$ cat config.mk
export PLATFORM = sky130hd
export DESIGN_NAME = phase_accumulator_tone_generator
export DESIGN_NICKNAME = d
export VERILOG_FILES = /design/src/sv/patg_pkg.sv /design/src/sv/phase_accumulator_tone_generator.sv
export SDC_FILE = /design/constraint.sdc
export NUM_CORES = 1
export LEC_CHECK = 0
export ABC_AREA = 1
export ABC_CLOCK_PERIOD_IN_PS = 9100
export BUFFER_PORTS_ARGS = -buffer_cell sky130_fd_sc_hd__buf_4
export CORE_ASPECT_RATIO = 1.75
export CORE_UTILIZATION = 65
export DETAILED_ROUTE_END_ITERATION = 16
export HOLD_SLACK_MARGIN = 0.08
export PLACE_DENSITY_LB_ADDON = 0.3
export REMOVE_ABC_BUFFERS = 1
export SLEW_MARGIN = 20
export SYNTH_ARGS = -nofsm -noshare
export SYNTH_HDL_FRONTEND = slang
export SYNTH_SLANG_ARGS = --single-unit
export TNS_END_PERCENT = 5
$ cat constraint.sdc
create_clock -name i_clk -period 9.1 [get_ports i_clk]
set_clock_uncertainty 0.1 [all_clocks]
set_input_delay 0 -clock i_clk [delete_from_list [all_inputs] [get_ports i_clk]]
set_output_delay 0 -clock i_clk [all_outputs]
set_load 0.02 [all_outputs]
$ cat src/sv/patg_pkg.sv
// Package of constants, types and tables for the phase accumulator tone generator
`timescale 1ns / 1ps

package patg_pkg;

    // Field and state widths
    localparam int unsigned FREQ_W     = 15;
    localparam int unsigned VOL_W      = 7;
    localparam int unsigned PHASE_W    = 17;
    localparam int unsigned SAMPLE_W   = 8;
    localparam int unsigned SCALE_W    = 8;
    localparam int unsigned MAG_W      = 7;
    localparam int unsigned DEG_W      = 9;
    localparam int unsigned DIVIDEND_W = 32;
    localparam int unsigned FPROD_W    = 24;
    localparam int unsigned CFG_DATA_W = 32;
    localparam int unsigned CFG_ADDR_W = 3;

    // Arithmetic constants
    localparam int unsigned PHASE_DEG   = 360;
    localparam int unsigned PHASE_FRAC  = 8;
    localparam int unsigned PHASE_WRAP  = PHASE_DEG * 256;
    localparam int unsigned QUARTER_DEG = 90;
    localparam int unsigned HALF_DEG    = 180;
    localparam int unsigned THREEQ_DEG  = 270;
    localparam int unsigned FREQ_MIN    = 20;
    localparam int unsigned FREQ_MAX    = 20000;
    localparam int unsigned FULL_SCALE  = 127;
    localparam int unsigned MIDSCALE    = 128;
    localparam int unsigned VOL_DIV     = 100;
    localparam int unsigned TRI_DIV     = 90;

    // Reset values and default sample rate
    localparam int unsigned RESET_FREQ    = 440;
    localparam int unsigned RESET_VOL     = 80;
    localparam int unsigned RESET_SCALE   = (RESET_VOL * FULL_SCALE) / VOL_DIV;
    localparam int unsigned TICK_RATE_DEF = 22050;

    // Serial divide lengths, in quotient bits
    localparam int unsigned STEP_DIV_BITS   = DIVIDEND_W;
    localparam int unsigned SCALE_DIV_BITS  = VOL_W + 7;
    localparam int unsigned SAMPLE_DIV_BITS = MAG_W + SCALE_W;
    localparam int unsigned CNT_W           = $clog2(DIVIDEND_W + 1);

    // Register indexes (byte address bit 2)
    localparam logic REG_TONE_FREQ = 1'b0;
    localparam logic REG_VOLUME    = 1'b1;

    // Jobs of the shared serial divider
    typedef enum logic [1:0] {
        JOB_STEP   = 2'd0,
        JOB_SCALE  = 2'd1,
        JOB_SAMPLE = 2'd2
    } t_div_job;

    // Quarter-wave table: degrees 0..90 to magnitude 0..127
    localparam int unsigned TRI_ENTRIES = QUARTER_DEG + 1;
    typedef logic [MAG_W-1:0] t_tri_tab [TRI_ENTRIES];

    function automatic t_tri_tab tri_table();
        t_tri_tab tab;
        for (int unsigned i = 0; i < TRI_ENTRIES; i++) begin
            tab[i] = MAG_W'((i * FULL_SCALE) / TRI_DIV);
        end
        return tab;
    endfunction

endpackage

$ cat src/sv/phase_accumulator_tone_generator.sv
// Top level of the phase accumulator tone generator with its bit-serial divider
`timescale 1ns / 1ps
// Usage
//   Input stream (i_s_tvalid / o_s_tready / i_s_tdata): one transaction per audio
//   tick; bit 0 of tdata asks for the phase to restart at zero. Output stream
//   (o_m_tvalid / i_m_tready / o_m_tdata / o_m_tuser): one 8-bit unsigned sample
//   per tick, tuser flags a frequency outside 20..20000 Hz (sample is then 128).
//   APB port: register 0 (address 0) tone frequency, register 1 (address 4) volume.
// Sequence
//   A valid-frequency input passes from S_IDLE through S_MUL and S_SDIV to S_DONE,
//   and the next input is taken only once the sequencer is back in S_IDLE: the
//   magnitude times scale is divided by 127 one quotient bit per cycle (15 bits) in
//   the shared restoring divider. With an invalid frequency the input goes from
//   S_IDLE straight to S_DONE, with no division.
//   A frequency write recomputes the phase step (32 quotient bits), a volume write
//   the amplitude scale (14 bits); o_s_tready stays low meanwhile.
// Reset
//   Synchronous, active low: phase 0, 440 Hz, 80 percent, step and scale preset.
// Stalls
//   A finished sample waits in the output register; the next input is still taken,
//   and its result waits until the held sample has been taken.
module phase_accumulator_tone_generator #(
    parameter int unsigned TICK_RATE_HZ = patg_pkg::TICK_RATE_DEF
) (
    input  logic                                i_clk,
    input  logic                                i_rst_n,
    // Input stream
    input  logic                                i_s_tvalid,
    output logic                                o_s_tready,
    input  logic [7:0]                          i_s_tdata,   // [0] restart_phase
    // Output stream
    output logic                                o_m_tvalid,
    input  logic                                i_m_tready,
    output logic [7:0]                          o_m_tdata,   // [7:0] sample
    output logic                                o_m_tuser,   // [0] frequency_invalid
    // APB configuration port
    input  logic                                psel,
    input  logic                                penable,
    input  logic                                pwrite,
    input  logic [patg_pkg::CFG_ADDR_W-1:0]     paddr,
    input  logic [patg_pkg::CFG_DATA_W-1:0]     pwdata,
    output logic [patg_pkg::CFG_DATA_W-1:0]     prdata,
    output logic                                pready
);

    localparam int unsigned DIV_W      = $clog2(TICK_RATE_HZ + 1);
    localparam int unsigned RESET_STEP =
        (patg_pkg::RESET_FREQ * patg_pkg::PHASE_WRAP) / TICK_RATE_HZ;
    localparam patg_pkg::t_tri_tab TRI_TAB = patg_pkg::tri_table();

    typedef enum logic [4:0] {
        S_IDLE = 5'b00001,
        S_CDIV = 5'b00010,
        S_MUL  = 5'b00100,
        S_SDIV = 5'b01000,
        S_DONE = 5'b10000
    } t_state;

    // Control registers
    t_state                              r_state, n_state;
    logic                                r_step_dirty, n_step_dirty;
    logic                                r_scale_dirty, n_scale_dirty;
    logic [patg_pkg::FREQ_W-1:0]         r_tone_frequency, n_tone_frequency;
    logic [patg_pkg::VOL_W-1:0]          r_volume_percent, n_volume_percent;
    logic [patg_pkg::PHASE_W-1:0]        r_phase_step, n_phase_step;
    logic [patg_pkg::SCALE_W-1:0]        r_scale, n_scale;
    logic [patg_pkg::PHASE_W-1:0]        r_phase_acc, n_phase_acc;
    logic                                r_out_valid, n_out_valid;

    // Payload registers
    patg_pkg::t_div_job                  r_job, n_job;
    logic [patg_pkg::CNT_W-1:0]          r_cnt, n_cnt;
    logic [DIV_W-1:0]                    r_rem, n_rem;
    logic [patg_pkg::DIVIDEND_W-1:0]     r_quo, n_quo;
    logic [patg_pkg::MAG_W-1:0]          r_mag, n_mag;
    logic                                r_neg, n_neg;
    logic                                r_inval, n_inval;
    logic [patg_pkg::SAMPLE_W-1:0]       r_out_sample, n_out_sample;
    logic                                r_out_invalid, n_out_invalid;

    logic                                cfg_wr;
    logic                                freq_ok;
    logic                                s_take;
    logic                                out_free;
    logic [patg_pkg::PHASE_W-1:0]        acc0;
    logic [patg_pkg::DEG_W-1:0]          deg;
    logic [patg_pkg::DEG_W-1:0]          quad_x;
    logic                                quad_neg;
    logic [patg_pkg::PHASE_W:0]          acc_sum;
    logic [patg_pkg::PHASE_W:0]          acc_wrap;
    logic [patg_pkg::FPROD_W-1:0]        freq_prod;
    logic [patg_pkg::SCALE_DIV_BITS-1:0] vol_prod;
    logic [patg_pkg::SAMPLE_DIV_BITS-1:0] amp_prod;
    logic [DIV_W-1:0]                    divisor;
    logic [DIV_W:0]                      trial;
    logic [DIV_W:0]                      trial_diff;
    logic                                trial_ge;
    logic [patg_pkg::SAMPLE_W-1:0]       quot;
    logic [patg_pkg::SAMPLE_W:0]         up_sum;
    logic [patg_pkg::SAMPLE_W:0]         dn_sum;
    logic [patg_pkg::SAMPLE_W-1:0]       wave_sample;

    // APB: writes land at once, reads are combinational
    assign pready = 1'b1;
    assign cfg_wr = psel && penable && pwrite && pready;

    always_comb begin
        case (paddr[2])
            patg_pkg::REG_TONE_FREQ: prdata = patg_pkg::CFG_DATA_W'(r_tone_frequency);
            patg_pkg::REG_VOLUME:    prdata = patg_pkg::CFG_DATA_W'(r_volume_percent);
            default:                 prdata = '0;
        endcase
    end

    // Stream handshakes
    assign o_s_tready = (r_state == S_IDLE) && !r_step_dirty && !r_scale_dirty;
    assign s_take     = i_s_tvalid && o_s_tready;
    assign out_free   = !r_out_valid || i_m_tready;
    assign o_m_tvalid = r_out_valid;
    assign o_m_tdata  = r_out_sample;
    assign o_m_tuser  = r_out_invalid;

    assign freq_ok = (r_tone_frequency >= patg_pkg::FREQ_W'(patg_pkg::FREQ_MIN)) &&
                     (r_tone_frequency <= patg_pkg::FREQ_W'(patg_pkg::FREQ_MAX));

    // Phase in whole degrees, folded into one quarter wave
    assign acc0 = i_s_tdata[0] ? '0 : r_phase_acc;
    assign deg  = acc0[patg_pkg::PHASE_W-1:patg_pkg::PHASE_FRAC];

    always_comb begin
        if (deg <= patg_pkg::DEG_W'(patg_pkg::QUARTER_DEG)) begin
            quad_x   = deg;
            quad_neg = 1'b0;
        end else if (deg <= patg_pkg::DEG_W'(patg_pkg::HALF_DEG)) begin
            quad_x   = patg_pkg::DEG_W'(patg_pkg::HALF_DEG) - deg;
            quad_neg = 1'b0;
        end else if (deg <= patg_pkg::DEG_W'(patg_pkg::THREEQ_DEG)) begin
            quad_x   = deg - patg_pkg::DEG_W'(patg_pkg::HALF_DEG);
            quad_neg = 1'b1;
        end else begin
            quad_x   = patg_pkg::DEG_W'(patg_pkg::PHASE_DEG) - deg;
            quad_neg = 1'b1;
        end
    end

    // Advance the phase and wrap at one full turn
    assign acc_sum  = {1'b0, acc0} + {1'b0, r_phase_step};
    assign acc_wrap = (acc_sum >= (patg_pkg::PHASE_W + 1)'(patg_pkg::PHASE_WRAP)) ?
                      acc_sum - (patg_pkg::PHASE_W + 1)'(patg_pkg::PHASE_WRAP) : acc_sum;

    // Dividends for the three divider jobs
    assign freq_prod = patg_pkg::FPROD_W'(r_tone_frequency) *
                       patg_pkg::FPROD_W'(patg_pkg::PHASE_DEG);
    assign vol_prod  = patg_pkg::SCALE_DIV_BITS'(r_volume_percent) *
                       patg_pkg::SCALE_DIV_BITS'(patg_pkg::FULL_SCALE);
    assign amp_prod  = patg_pkg::SAMPLE_DIV_BITS'(r_mag) *
                       patg_pkg::SAMPLE_DIV_BITS'(r_scale);

    // Restoring divider: one quotient bit per cycle
    always_comb begin
        case (r_job)
            patg_pkg::JOB_STEP:  divisor = DIV_W'(TICK_RATE_HZ);
            patg_pkg::JOB_SCALE: divisor = DIV_W'(patg_pkg::VOL_DIV);
            default:             divisor = DIV_W'(patg_pkg::FULL_SCALE);
        endcase
    end

    assign trial      = {r_rem, r_quo[patg_pkg::DIVIDEND_W-1]};
    assign trial_ge   = trial >= {1'b0, divisor};
    assign trial_diff = trial - {1'b0, divisor};

    // Offset the scaled wave around midscale and clamp to 0..255
    assign quot   = r_quo[patg_pkg::SAMPLE_W-1:0];
    assign up_sum = (patg_pkg::SAMPLE_W + 1)'(patg_pkg::MIDSCALE) + {1'b0, quot};
    assign dn_sum = (patg_pkg::SAMPLE_W + 1)'(patg_pkg::MIDSCALE) - {1'b0, quot};

    always_comb begin
        if (r_neg) begin
            wave_sample = (quot > patg_pkg::SAMPLE_W'(patg_pkg::MIDSCALE)) ?
                          '0 : dn_sum[patg_pkg::SAMPLE_W-1:0];
        end else begin
            wave_sample = up_sum[patg_pkg::SAMPLE_W] ?
                          '1 : up_sum[patg_pkg::SAMPLE_W-1:0];
        end
    end

    // Sequencer
    always_comb begin
        n_state          = r_state;
        n_step_dirty     = r_step_dirty;
        n_scale_dirty    = r_scale_dirty;
        n_tone_frequency = r_tone_frequency;
        n_volume_percent = r_volume_percent;
        n_phase_step     = r_phase_step;
        n_scale          = r_scale;
        n_phase_acc      = r_phase_acc;
        n_out_valid      = r_out_valid;
        n_job            = r_job;
        n_cnt            = r_cnt;
        n_rem            = r_rem;
        n_quo            = r_quo;
        n_mag            = r_mag;
        n_neg            = r_neg;
        n_inval          = r_inval;
        n_out_sample     = r_out_sample;
        n_out_invalid    = r_out_invalid;

        // Drop the output transaction once taken
        if (r_out_valid && i_m_tready) begin
            n_out_valid = 1'b0;
        end

        case (r_state)
            S_IDLE: begin
                if (r_step_dirty) begin
                    n_step_dirty = 1'b0;
                    n_job        = patg_pkg::JOB_STEP;
                    n_quo        = {freq_prod, patg_pkg::PHASE_FRAC'(0)};
                    n_rem        = '0;
                    n_cnt        = patg_pkg::CNT_W'(patg_pkg::STEP_DIV_BITS);
                    n_state      = S_CDIV;
                end else if (r_scale_dirty) begin
                    n_scale_dirty = 1'b0;
                    n_job         = patg_pkg::JOB_SCALE;
                    n_quo         = {vol_prod,
                                     (patg_pkg::DIVIDEND_W - patg_pkg::SCALE_DIV_BITS)'(0)};
                    n_rem         = '0;
                    n_cnt         = patg_pkg::CNT_W'(patg_pkg::SCALE_DIV_BITS);
                    n_state       = S_CDIV;
                end else if (s_take) begin
                    n_inval = !freq_ok;
                    if (freq_ok) begin
                        n_mag       = TRI_TAB[quad_x[patg_pkg::MAG_W-1:0]];
                        n_neg       = quad_neg;
                        n_phase_acc = acc_wrap[patg_pkg::PHASE_W-1:0];
                        n_state     = S_MUL;
                    end else begin
                        n_state = S_DONE;
                    end
                end
            end
            S_CDIV: begin
                if (r_cnt != '0) begin
                    n_rem = trial_ge ? trial_diff[DIV_W-1:0] : trial[DIV_W-1:0];
                    n_quo = {r_quo[patg_pkg::DIVIDEND_W-2:0], trial_ge};
                    n_cnt = r_cnt - patg_pkg::CNT_W'(1);
                end else begin
                    // Commit the finished quotient
                    if (r_job == patg_pkg::JOB_STEP) begin
                        n_phase_step = r_quo[patg_pkg::PHASE_W-1:0];
                    end else begin
                        n_scale = r_quo[patg_pkg::SCALE_W-1:0];
                    end
                    n_state = S_IDLE;
                end
            end
            S_MUL: begin
                n_job   = patg_pkg::JOB_SAMPLE;
                n_quo   = {amp_prod,
                           (patg_pkg::DIVIDEND_W - patg_pkg::SAMPLE_DIV_BITS)'(0)};
                n_rem   = '0;
                n_cnt   = patg_pkg::CNT_W'(patg_pkg::SAMPLE_DIV_BITS);
                n_state = S_SDIV;
            end
            S_SDIV: begin
                if (r_cnt != '0) begin
                    n_rem = trial_ge ? trial_diff[DIV_W-1:0] : trial[DIV_W-1:0];
                    n_quo = {r_quo[patg_pkg::DIVIDEND_W-2:0], trial_ge};
                    n_cnt = r_cnt - patg_pkg::CNT_W'(1);
                end else begin
                    n_state = S_DONE;
                end
            end
            S_DONE: begin
                // Hold until the output register is free
                if (out_free) begin
                    n_out_valid   = 1'b1;
                    n_out_invalid = r_inval;
                    n_out_sample  = r_inval ? patg_pkg::SAMPLE_W'(patg_pkg::MIDSCALE) :
                                              wave_sample;
                    n_state       = S_IDLE;
                end
            end
            default: begin
                n_state = S_IDLE;
            end
        endcase

        // Register writes; a write sets its dirty flag even when a job start clears it in the same cycle
        if (cfg_wr) begin
            case (paddr[2])
                patg_pkg::REG_TONE_FREQ: begin
                    n_tone_frequency = pwdata[patg_pkg::FREQ_W-1:0];
                    n_step_dirty     = 1'b1;
                end
                patg_pkg::REG_VOLUME: begin
                    n_volume_percent = pwdata[patg_pkg::VOL_W-1:0];
                    n_scale_dirty    = 1'b1;
                end
                default: begin
                    n_step_dirty = n_step_dirty;
                end
            endcase
        end
    end

    // Control state
    always_ff @(posedge i_clk) begin
        if (!i_rst_n) begin
            r_state          <= S_IDLE;
            r_step_dirty     <= 1'b0;
            r_scale_dirty    <= 1'b0;
            r_tone_frequency <= patg_pkg::FREQ_W'(patg_pkg::RESET_FREQ);
            r_volume_percent <= patg_pkg::VOL_W'(patg_pkg::RESET_VOL);
            r_phase_step     <= patg_pkg::PHASE_W'(RESET_STEP);
            r_scale          <= patg_pkg::SCALE_W'(patg_pkg::RESET_SCALE);
            r_phase_acc      <= '0;
            r_out_valid      <= 1'b0;
        end else begin
            r_state          <= n_state;
            r_step_dirty     <= n_step_dirty;
            r_scale_dirty    <= n_scale_dirty;
            r_tone_frequency <= n_tone_frequency;
            r_volume_percent <= n_volume_percent;
            r_phase_step     <= n_phase_step;
            r_scale          <= n_scale;
            r_phase_acc      <= n_phase_acc;
            r_out_valid      <= n_out_valid;
        end
    end

    // Payload
    always_ff @(posedge i_clk) begin
        r_job         <= n_job;
        r_cnt         <= n_cnt;
        r_rem         <= n_rem;
        r_quo         <= n_quo;
        r_mag         <= n_mag;
        r_neg         <= n_neg;
        r_inval       <= n_inval;
        r_out_sample  <= n_out_sample;
        r_out_invalid <= n_out_invalid;
    end

endmodule

==> flow_summary.ini, run 1 <==
[grt]
grt_max_degree = 57
track_usage = 0.348
grt_first_pass_wirelength_mm = 60.8
overflow = 0
grt_pass1_vias = 13200
antenna_found_initial = 0

[power]
ir_drop_mv = 0.140
p_leak_nw = 7.83
power.density_mw_per_mm2 = 173
swShare = 0.409
comb_power_share = 0.431
power_frac_clock = 0.256
p_total_mw = 2.70
pwr-share-seq = 0.313
switching_power_mw = 1.10
p_int_mw = 1.60

[clock_tree]
numCtsBuffers = 17
insertion_delay_ps = 460
clkSinkCount = 145
cts_tree = done
htreeDepth = 4
cts_setup_buffers = 0
ctsResizeCount = 0
cts_root_buffer = clkbuf_16
path_clk_slew_ps = 70
clock_path_buffers = 2

[logic_synthesis]
synth_area_mm2 = 0.0142
synth_cell_types = 55
synth_edf_count = 73
async_flop_share = 0
syn_avg_cell_area_um2 = 7.39
ys_seq_elements = 145
ys_warn_count = 0
synthCells = 1921
ys_seq_area_frac = 0.256
ys.flop_type = edfxtp_1

[placement]
finalWeightedCongestion = 0.953
hpwl_mm = 27.9
port-buffer-count = 49

[sta]
worst_slew_pin_slew_ps = 1000
slew_violations = 0
setup_viol = 0
rsz0062_at_grt = no
hold_violations = 0
clock.fmax_ghz = 0.207
fin_crit_ps = 4820
tns_ps = 0
holdWs_ps = 100
max_slew_margin = 0.329
finalCritPeriodShare = 0.530

[worst_setup_path]
worstSetupEndpointType = flop
crit_path_start_kind = flop
crit_required_ps = 9210
path_max_fanout = 8
worst-setup-path-type = flop to flop
cp.arrival_ps = 4930

[status]
status = finished clean

[floorplanning]
die_y_um = 198
core_area_mm2 = 0.0215
boundaryPins = 94
initial_core_util = 0.661
fp.dieW_um = 114
rows = 71
dieArea_mm2 = 0.0225

[drt]
vias = 13100
wl_per_cell_um = 16.5
antenna_left = 0
drt_wl_total_mm = 37.5
drt_iter0_drc = 829
drt_first_pass_iters = 6
drc = 0
viasPerCell = 5.75

[run]
cap_viol_max_count = 0

[layout]
areaGrowthSynthToFinish_pct = 9.79
drive_above_1_share = 0.0705
num-fill-cells = 1694
nNetsFinal = 2243
n_antenna_cell = 0

[worst_hold_path]
min_path_type = input pin to flop
per-stage QoR:
| step | util | setup slack, ps | instance area [µm²] | cells |
|---|---|---|---|---|
| 2_1_floorplan | - | 4240 | 13900 | 1862 |
| 3_3_place_gp | 0.682 | 4350 | 14700 | 2208 |
| 3_5_place_dp | 0.682 | 4320 | 14700 | 2208 |
| 4_1_cts | 0.725 | 4280 | 15600 | 2277 |
| 5_1_grt | 0.725 | 4070 | 15600 | 2277 |
| 6_report | 0.725 | 4280 | 15600 | 2277 |
path summary, 6_finish.rpt:
| path | from | to | slack [ps] | cells after the start |
|---|---|---|---|---|
| worst min register to register | r_phase_acc[5]$_SDFFE_PN0P_ | r_phase_acc[5]$_SDFFE_PN0P_ | 360 | 2 |
| worst min-delay path | i_s_tdata[0] | r_phase_acc[1]$_SDFFE_PN0P_ | 100 | 5 |
| worst max-delay path | r_mag[2]$_DFFE_PP_ | r_quo[28]$_DFFE_PP_ | 4280 | 19 |
| worst max register to register | r_mag[2]$_DFFE_PP_ | r_quo[28]$_DFFE_PP_ | 4280 | 19 |
synthesized netlist by cell type (4+ instances only):
| master | number | area share |
|---|---|---|
| fa_1 | 74 | 0.10 |
| buf_2 | 14 | 0.0049 |
| ha_1 | 147 | 0.13 |
| clkbuf_1 | 36 | 0.0095 |
| nand3_1 | 129 | 0.045 |
| nor4_1 | 9 | 0.0040 |
| a22o_1 | 4 | 0.0025 |
| edfxtp_1 | 73 | 0.15 |
| a31oi_1 | 6 | 0.0026 |
| nor2_2 | 4 | 0.0018 |
| inv_2 | 11 | 0.0029 |
| or2_2 | 5 | 0.0022 |
| nand3b_1 | 7 | 0.0037 |
| nor3_1 | 12 | 0.0042 |
| a21oi_1 | 170 | 0.060 |
| dfxtp_1 | 72 | 0.10 |
| nand2_4 | 4 | 0.0032 |
| nor2_4 | 4 | 0.0032 |
| o21ai_1 | 4 | 0.0014 |
| nand2_1 | 390 | 0.10 |
| buf_4 | 18 | 0.0095 |
| xnor2_1 | 18 | 0.011 |
| o21bai_1 | 4 | 0.0021 |
| o311ai_0 | 4 | 0.0025 |
| nand4_1 | 13 | 0.0057 |
| o31ai_1 | 4 | 0.0021 |
| buf_6 | 5 | 0.0040 |
| o211ai_1 | 21 | 0.011 |
| inv_1 | 328 | 0.087 |
| nor2_1 | 122 | 0.032 |
| a21o_1 | 4 | 0.0021 |
| nand2_2 | 17 | 0.0075 |
| o21ai_0 | 133 | 0.047 |
| xor2_1 | 17 | 0.010 |
cell type report:
cell class | instances | area [µm²] | share of cell area
Inverter | 342 | 1280 | 0.0823
Sequential cell | 145 | 3630 | 0.233
Clock buffer | 21 | 462 | 0.0296
Multi-Input combinational cell | 1375 | 8970 | 0.575
Clock inverter | 11 | 101 | 0.00650
Tap cell | 292 | 365 | 0.0234
Timing Repair Buffer | 91 | 776 | 0.0497
logic make-up after synthesis:
group,count (synthesis),share of synthesized area
xor+xnor,36,0.0227
compound gates,378,0.149
simple gates,722,0.220
fa+ha+maj,221,0.234
buf+inv,417,0.119
other cells,2,0.000529
flops,145,0.256
placed cells by master (no fill, tap or decap), types with 7 or more instances in the layout:
cell,count
nand2_1,390
inv_1,328
a21oi_1,170
ha_1,147
o21ai_0,133
nand3_1,129
nor2_1,122
fa_1,74
edfxtp_1,73
dfxtp_1,72
buf_4,54
dlygate4sd3_1,37
o211ai_1,21
xnor2_1,18
conb_1,18
clkbuf_16,18
nand2_2,17
xor2_1,17
nand4_1,13
nor3_1,12
inv_2,11
nor4_1,8
nand3b_1,7
worst max-delay path, stage by stage, from the launching register on:
cell and delay [ps]:
edfxtp_1 540, nand2_1 150, inv_1 70, fa_1 500, inv_1 50, fa_1 470, inv_1 50, fa_1 520
inv_1 60, fa_1 540, inv_1 40, ha_1 300, inv_1 80, nor3_1 240, a21o_1 190, a21oi_1 80
or2_2 270, a32o_1 230, inv_1 50, nand2_1 40
registers in the layout, summed over array words and instances (netlist names), 2 cells and up:
signal,count
r_quo,32
r_cnt,6
r_phase_step,17
r_job,2
r_phase_acc,17
r_tone_frequency,15
o_m_tdata,8
r_state,5
r_volume_percent,7
r_mag,7
r_rem,15
r_scale,8
what timing repair did:
action | in CTS | in global routing
hold buffers | 37 | 0
endpoints found under the hold margin | 63 | 0
endpoints found under the setup margin | 0 | 0
power by group through the flow:
| stage | combinational [mW] | sequential (mW) | clock [mW] |
|---|---|---|---|
| after floorplan | 0.858 | 0.842 | 0 |
| after global placement | 1.09 | 0.854 | 0 |
| after detailed placement | 1.12 | 0.856 | 0 |
| after CTS | 1.14 | 0.844 | 0.690 |
| after global routing | 1.32 | 0.853 | 0.718 |
| final | 1.16 | 0.846 | 0.691 |
routing by layer:
| metal | track usage | up-vias | wire (µm) |
|---|---|---|---|
| li1 | - | 6343 | - |
| met4 | 0.263 | 0 | 2620 |
| met2 | 0.648 | 504 | 20100 |
| met3 | 0.0506 | 172 | 1610 |
| met1 | 0.341 | 6074 | 13200 |
| met5 | 0 | - | 0 |
Power figures use the tool's default switching activity.
==> run 2, diff against run 1 <==
--- a/config.mk
+++ b/config.mk
@@ -6,10 +6,10 @@
 export NUM_CORES = 1
 export LEC_CHECK = 0
 export ABC_AREA = 1
-export ABC_CLOCK_PERIOD_IN_PS = 9100
+export ABC_CLOCK_PERIOD_IN_PS = 4200
 export BUFFER_PORTS_ARGS = -buffer_cell sky130_fd_sc_hd__buf_4
 export CORE_ASPECT_RATIO = 1.75
-export CORE_UTILIZATION = 65
+export CORE_UTILIZATION = 57
 export DETAILED_ROUTE_END_ITERATION = 16
 export HOLD_SLACK_MARGIN = 0.08
 export PLACE_DENSITY_LB_ADDON = 0.3
==> constraint.sdc (replaced) <==
create_clock -name i_clk -period 4.2 [get_ports i_clk]
set_clock_uncertainty 0.1 [all_clocks]
set_input_delay 0 -clock i_clk [delete_from_list [all_inputs] [get_ports i_clk]]
set_output_delay 0 -clock i_clk [all_outputs]
set_load 0.02 [all_outputs]
==> run 2 against run 1 <==
  * The flow now finishes with violations (setup timing)
  * Via count grew 0.45%
  * Critical path type unchanged
  * Die area grew 14%
  * Combinational power grew to 2.7 times the previous value
  * Largest cell class unchanged
  * Fmax grew 11%
  * Count of clock-buffer cells in the layout shrank 2
  * Global-route usage shrank 4.0 points
  * Setup slack lost 4400 ps
==> flow_summary.ini, run 2 (synthesized netlist as in run 1, its figures left out) <==
[status]
status = finished with violations
violations = setup timing

[clock_tree]
path_clk_slew_ps = 70
insertion_delay_ps = 460
numCtsBuffers = 17
cts_root_buffer = clkbuf_16
cts_tree = done
clock_path_buffers = 2
htreeDepth = 4
clkSinkCount = 145

[floorplanning]
rows = 76
fp.dieW_um = 121
boundaryPins = 94
dieArea_mm2 = 0.0256
die_y_um = 211
initial_core_util = 0.579
core_area_mm2 = 0.0245

[drt]
drt_first_pass_iters = 7
antenna_left = 0
viasPerCell = 5.54
dr_wl_met3_mm = 1.45
drt_iter0_drc = 740
highest_layer = met4
wl_per_cell_um = 16.2
drc = 0
drt-met1-wl_mm = 13.7
drt_wl_total_mm = 38.5
vias = 13200
dr_wl_met2_mm = 20.9

[worst_setup_path]
rr_worst_depth = 17
cp.arrival_ps = 4480
worst-setup-path-type = flop to flop
path_max_fanout = 4
worstSetupEndpointType = flop
crit_path_start_kind = flop
crit_required_ps = 4320

[power]
ir_drop_mv = 0.252
p_int_mw = 3.89
comb_power_share = 0.484
p_total_mw = 6.54
power_frac_clock = 0.240
p_leak_nw = 8.21
switching_power_mw = 2.65
power.density_mw_per_mm2 = 399
pwr-share-seq = 0.277
swShare = 0.406

[placement]
port-buffer-count = 49
finalWeightedCongestion = 0.955
place_area_mm2 = 0.0152
place_ws_ps = -398
hpwl_mm = 29.7

[layout]
final_common_cell = nand2_1
n_antenna_cell = 0
multi_input_area_mm2 = 0.00911
regArea_mm2 = 0.00364
largest_reg_flops = 32
nNetsFinal = 2320
num-fill-cells = 2015
areaGrowthSynthToFinish_pct = 15.4
design_area_mm2 = 0.0164
top_regs = r_quo (32), r_phase_acc (17), r_phase_step (17)
final_cell_mix = nand2_1, inv_1, a21oi_1, ha_1, nand3_1
drive_above_1_share = 0.122
regMostFlops = r_quo

[sta]
finalCritPeriodShare = 1.04
clock.fmax_ghz = 0.229
hold_violations = 0
worst_slew_pin_slew_ps = 1070
slew_violations = 0
rsz0062_at_grt = yes
max_slew_margin = 0.284
setup_slack_ps = -159
setup_viol = 6
fin_crit_ps = 4360

[worst_hold_path]
hold_depth = 5
min_path_type = input pin to flop

[grt]
antenna_found_initial = 0
grt_pass1_vias = 12900
grt_first_pass_wirelength_mm = 61.1
track_usage = 0.308
grt_max_degree = 57
overflow = 0

[run]
cap_viol_max_count = 0
## run 2: cell types whose count changed in the layout (fill, tap and decap cells not counted), moves of 5 or more
cell	before	now
inv_1	328	318
inv_2	11	20
ha_4	0	5
ha_1	147	141
buf_4	54	128
o21ai_0	133	125
## run 2: layout make-up
cell class / instances / area share
Clock inverter: 13 / 0.00840
Clock buffer: 19 / 0.0277
Timing Repair Buffer: 168 / 0.0837
Multi-Input combinational cell: 1375 / 0.556
Tap cell: 312 / 0.0238
Inverter: 342 / 0.0785
Sequential cell: 145 / 0.222
## run 2: power by group through the flow
stage | Clock, mW | Sequential [mW] | Combinational (mW)
floorplan | 0 | 1.82 | 1.86
detailed placement | 0 | 1.83 | 2.80
CTS | 1.57 | 1.81 | 2.99
global route | 1.63 | 1.83 | 3.53
global placement | 0 | 1.83 | 2.74
finish | 1.57 | 1.81 | 3.16
## run 2: critical path: stages (launching register included)
cell	delay [ps]
edfxtp_1	460
nand2_2	110
inv_2	40
fa_1	540
fa_1	450
fa_1	540
inv_1	60
fa_1	520
inv_2	40
ha_4	280
nand2_2	90
o21ai_2	180
a21o_1	140
a21oi_2	60
or2_4	220
a32o_1	210
inv_1	50
nand2_1	40
## run 2: path summary, 6_finish.rpt
path	start	endpoint	slack, ps
hold / removal	paddr[2]	r_volume_percent[0]$_SDFFE_PN0P_	280
setup reg to reg	r_mag[3]$_DFFE_PP_	r_quo[28]$_DFFE_PP_	-160
hold reg to reg	r_phase_acc[7]$_SDFFE_PN0P_	r_phase_acc[7]$_SDFFE_PN0P_	350
setup / recovery	r_mag[3]$_DFFE_PP_	r_quo[28]$_DFFE_PP_	-160
## run 2: stage by stage
step | utilization | hold slack (ps) | TNS (ps) | cells
6_report | 0.668 | 278 | -534 | 2374
5_1_grt | 0.668 | 296 | -1650 | 2374
4_1_cts | 0.664 | 193 | -875 | 2373
3_5_place_dp | 0.621 | 122 | -1570 | 2299
3_3_place_gp | 0.621 | 123 | -1280 | 2299
2_1_floorplan | - | -31.1 | -35620 | 1862
## run 2: timing repair
item	4_1_cts	5_1_grt
hold endpoints to repair	63	0
gates resized for setup	17	30
buffers inserted	4	1
pin swaps	22	23
hold buffers	38	0
endpoints found under the setup margin	8	9
## run 2: metal layers
metal,GRT usage,vias to the layer above
li1,-,6503
met1,0.305,6088
met2,0.581,421
met3,0.0343,140
met4,0.214,0
met5,0,-
==> run 3, diff against run 2 <==
--- a/config.mk
+++ b/config.mk
@@ -9,6 +9,7 @@
 export ABC_CLOCK_PERIOD_IN_PS = 4200
 export BUFFER_PORTS_ARGS = -buffer_cell sky130_fd_sc_hd__buf_4
 export CORE_ASPECT_RATIO = 1.75
+export CORE_MARGIN = 5
 export CORE_UTILIZATION = 57
 export DETAILED_ROUTE_END_ITERATION = 16
 export HOLD_SLACK_MARGIN = 0.08
==> run 3 against run 2 <==
  * The flow still finishes with violations (setup timing)
  * Count of clock-buffer cells in the layout unchanged
  * Non-clock buffer count rose by 5
  * Sequential share of layout area is essentially flat
  * Setup slack got worse by 70 ps
  * Sequential power hardly changed
  * Clock power decreased by 4%
==> flow_summary.ini, run 3 (synthesized netlist as in run 1, its figures left out) <==
[status]
status = finished with violations
violations = setup timing

[sta]
slew_violations = 0
worst_slew_pin_slew_ps = 1100
finalCritPeriodShare = 1.05
hold_violations = 0
holdWs_ps = 113
fin_crit_ps = 4430
max_slew_margin = 0.258
clock.fmax_ghz = 0.226
rsz0062_at_grt = yes
setup_viol = 6
setup_slack_ps = -229
tns_ps = -696

[power]
switching_power_mw = 2.65
power_frac_clock = 0.234
comb_power_share = 0.487
swShare = 0.409
power.density_mw_per_mm2 = 394
p_total_mw = 6.47
p_int_mw = 3.82
p_leak_nw = 8.23
pwr-share-seq = 0.280
ir_drop_mv = 0.307

[worst_setup_path]
cp_num_buf_inv = 6
critPathMaxStageDelay_ps = 540
crit_required_ps = 4310
cp.arrival_ps = 4540
crit_path_start_kind = flop
worstSetupEndpointType = flop
cp_top_family = adder cells
cp_common_cell = fa_1
path_max_fanout = 3
path_cells = buf_4 -> nand2_2 -> fa_1 -> fa_1 -> inv_1 -> fa_1 -> inv_1 -> fa_1 -> inv_2 -> ha_4 -> inv_2 -> nor3_2 -> a21o_1 -> a21oi_2 -> or2_4 -> a32o_1 -> inv_1 -> nand2_1
worst-setup-path-type = flop to flop
slowest_stage = fa_1

[layout]
stdcell_count = 2379
final_common_cell = nand2_1
nNetsFinal = 2325
top_regs = r_quo (32), r_phase_acc (17), r_phase_step (17)
final_cell_mix = nand2_1, inv_1, a21oi_1, ha_1, buf_4
design_area_mm2 = 0.0164
drive_above_1_share = 0.120
num-fill-cells = 2035
regMostFlops = r_quo
areaGrowthSynthToFinish_pct = 15.6
n_antenna_cell = 0
final_core_util = 0.667
largest_reg_flops = 32

[clock_tree]
numCtsBuffers = 17
htreeDepth = 4
clock_path_buffers = 2
path_clk_slew_ps = 70
cts_tree = done
insertion_delay_ps = 460
cts_root_buffer = clkbuf_16
clkSinkCount = 145

[run]
cap_viol_max_count = 0

[placement]
place_area_mm2 = 0.0152
hpwl_mm = 29.9
port-buffer-count = 49
place_ws_ps = -453
finalWeightedCongestion = 0.950
dp.cells = 2300

[grt]
antenna_found_initial = 0
overflow = 0
grt_max_degree = 57
track_usage = 0.282
grt_first_pass_wirelength_mm = 63.4
grt_pass1_vias = 13500

[drt]
drc = 0
antenna_left = 0
drt_wl_total_mm = 38.8
wl_per_cell_um = 16.3
viasPerCell = 5.59
drt_iter0_drc = 743
vias = 13300
drt_first_pass_iters = 5

[worst_hold_path]
min_path_type = input pin to flop

[floorplanning]
dieArea_mm2 = 0.0283
core_area_mm2 = 0.0246
initial_core_util = 0.577
die_y_um = 219
fp.dieW_um = 129
rows = 76
boundaryPins = 94
run 3: cell count changes in the layout (fill, tap and decap cells not counted), sizes merged:
cell	change
inv	+2
buf	+4
bufinv	-1
clkinvlp	-1
dlygate4sd3	+1
run 3: final timing paths:
check / slack, ps / endpoint / start / depth (start not counted)
min reg2reg: 360 / r_phase_acc[4]$_SDFFE_PN0P_ / r_phase_acc[4]$_SDFFE_PN0P_ / 2
max: -230 / r_quo[28]$_DFFE_PP_ / r_mag[4]$_DFFE_PP_ / 18
max reg2reg: -230 / r_quo[28]$_DFFE_PP_ / r_mag[4]$_DFFE_PP_ / 18
min: 110 / r_phase_acc[1]$_SDFFE_PN0P_ / i_s_tdata[0] / 5
run 3: cell type report:
class | instances | area, µm² | area share
Clock buffer | 19 | 454 | 0.0277
Sequential cell | 145 | 3640 | 0.221
Timing Repair Buffer | 173 | 1410 | 0.0861
Tap cell | 312 | 390 | 0.0238
Multi-Input combinational cell | 1375 | 9130 | 0.556
Clock inverter | 13 | 113 | 0.00686
Inverter | 342 | 1280 | 0.0782
run 3: routing by layer:
metal | up-vias | routed length, µm | global-route usage
met5 | - | 0 | 0
met4 | 0 | 2470 | 0.183
met3 | 141 | 1480 | 0.0382
met2 | 420 | 21200 | 0.532
met1 | 6210 | 13700 | 0.281
li1 | 6519 | - | -
run 3: worst register-to-register path: stages, from the launching register on:
cell	delay, ps
edfxtp_1	420
buf_4	160
nand2_2	60
fa_1	440
fa_1	550
inv_1	50
fa_1	480
inv_1	60
fa_1	490
inv_2	50
ha_4	270
inv_2	60
nor3_2	180
a21o_1	170
a21oi_2	70
or2_4	220
a32o_1	260
inv_1	50
nand2_1	50
run 3: repair_timing:
| action | 4_1_cts | 5_1_grt |
|---|---|---|
| hold endpoints to repair | 63 | 0 |
| buffers inserted | 7 | 1 |
| gates resized for setup | 26 | 15 |
| hold buffers | 39 | 0 |
| pin swaps | 28 | 6 |
| setup endpoints to repair | 8 | 9 |
run 3: power groups by stage:
stage / clock [mW] / combinational (mW) / sequential, mW
final: 1.51 / 3.15 / 1.81
after floorplan: 0 / 1.86 / 1.82
after detailed placement: 0 / 2.79 / 1.84
after global routing: 1.59 / 3.53 / 1.83
after CTS: 1.53 / 3.04 / 1.81
after global placement: 0 / 2.72 / 1.83
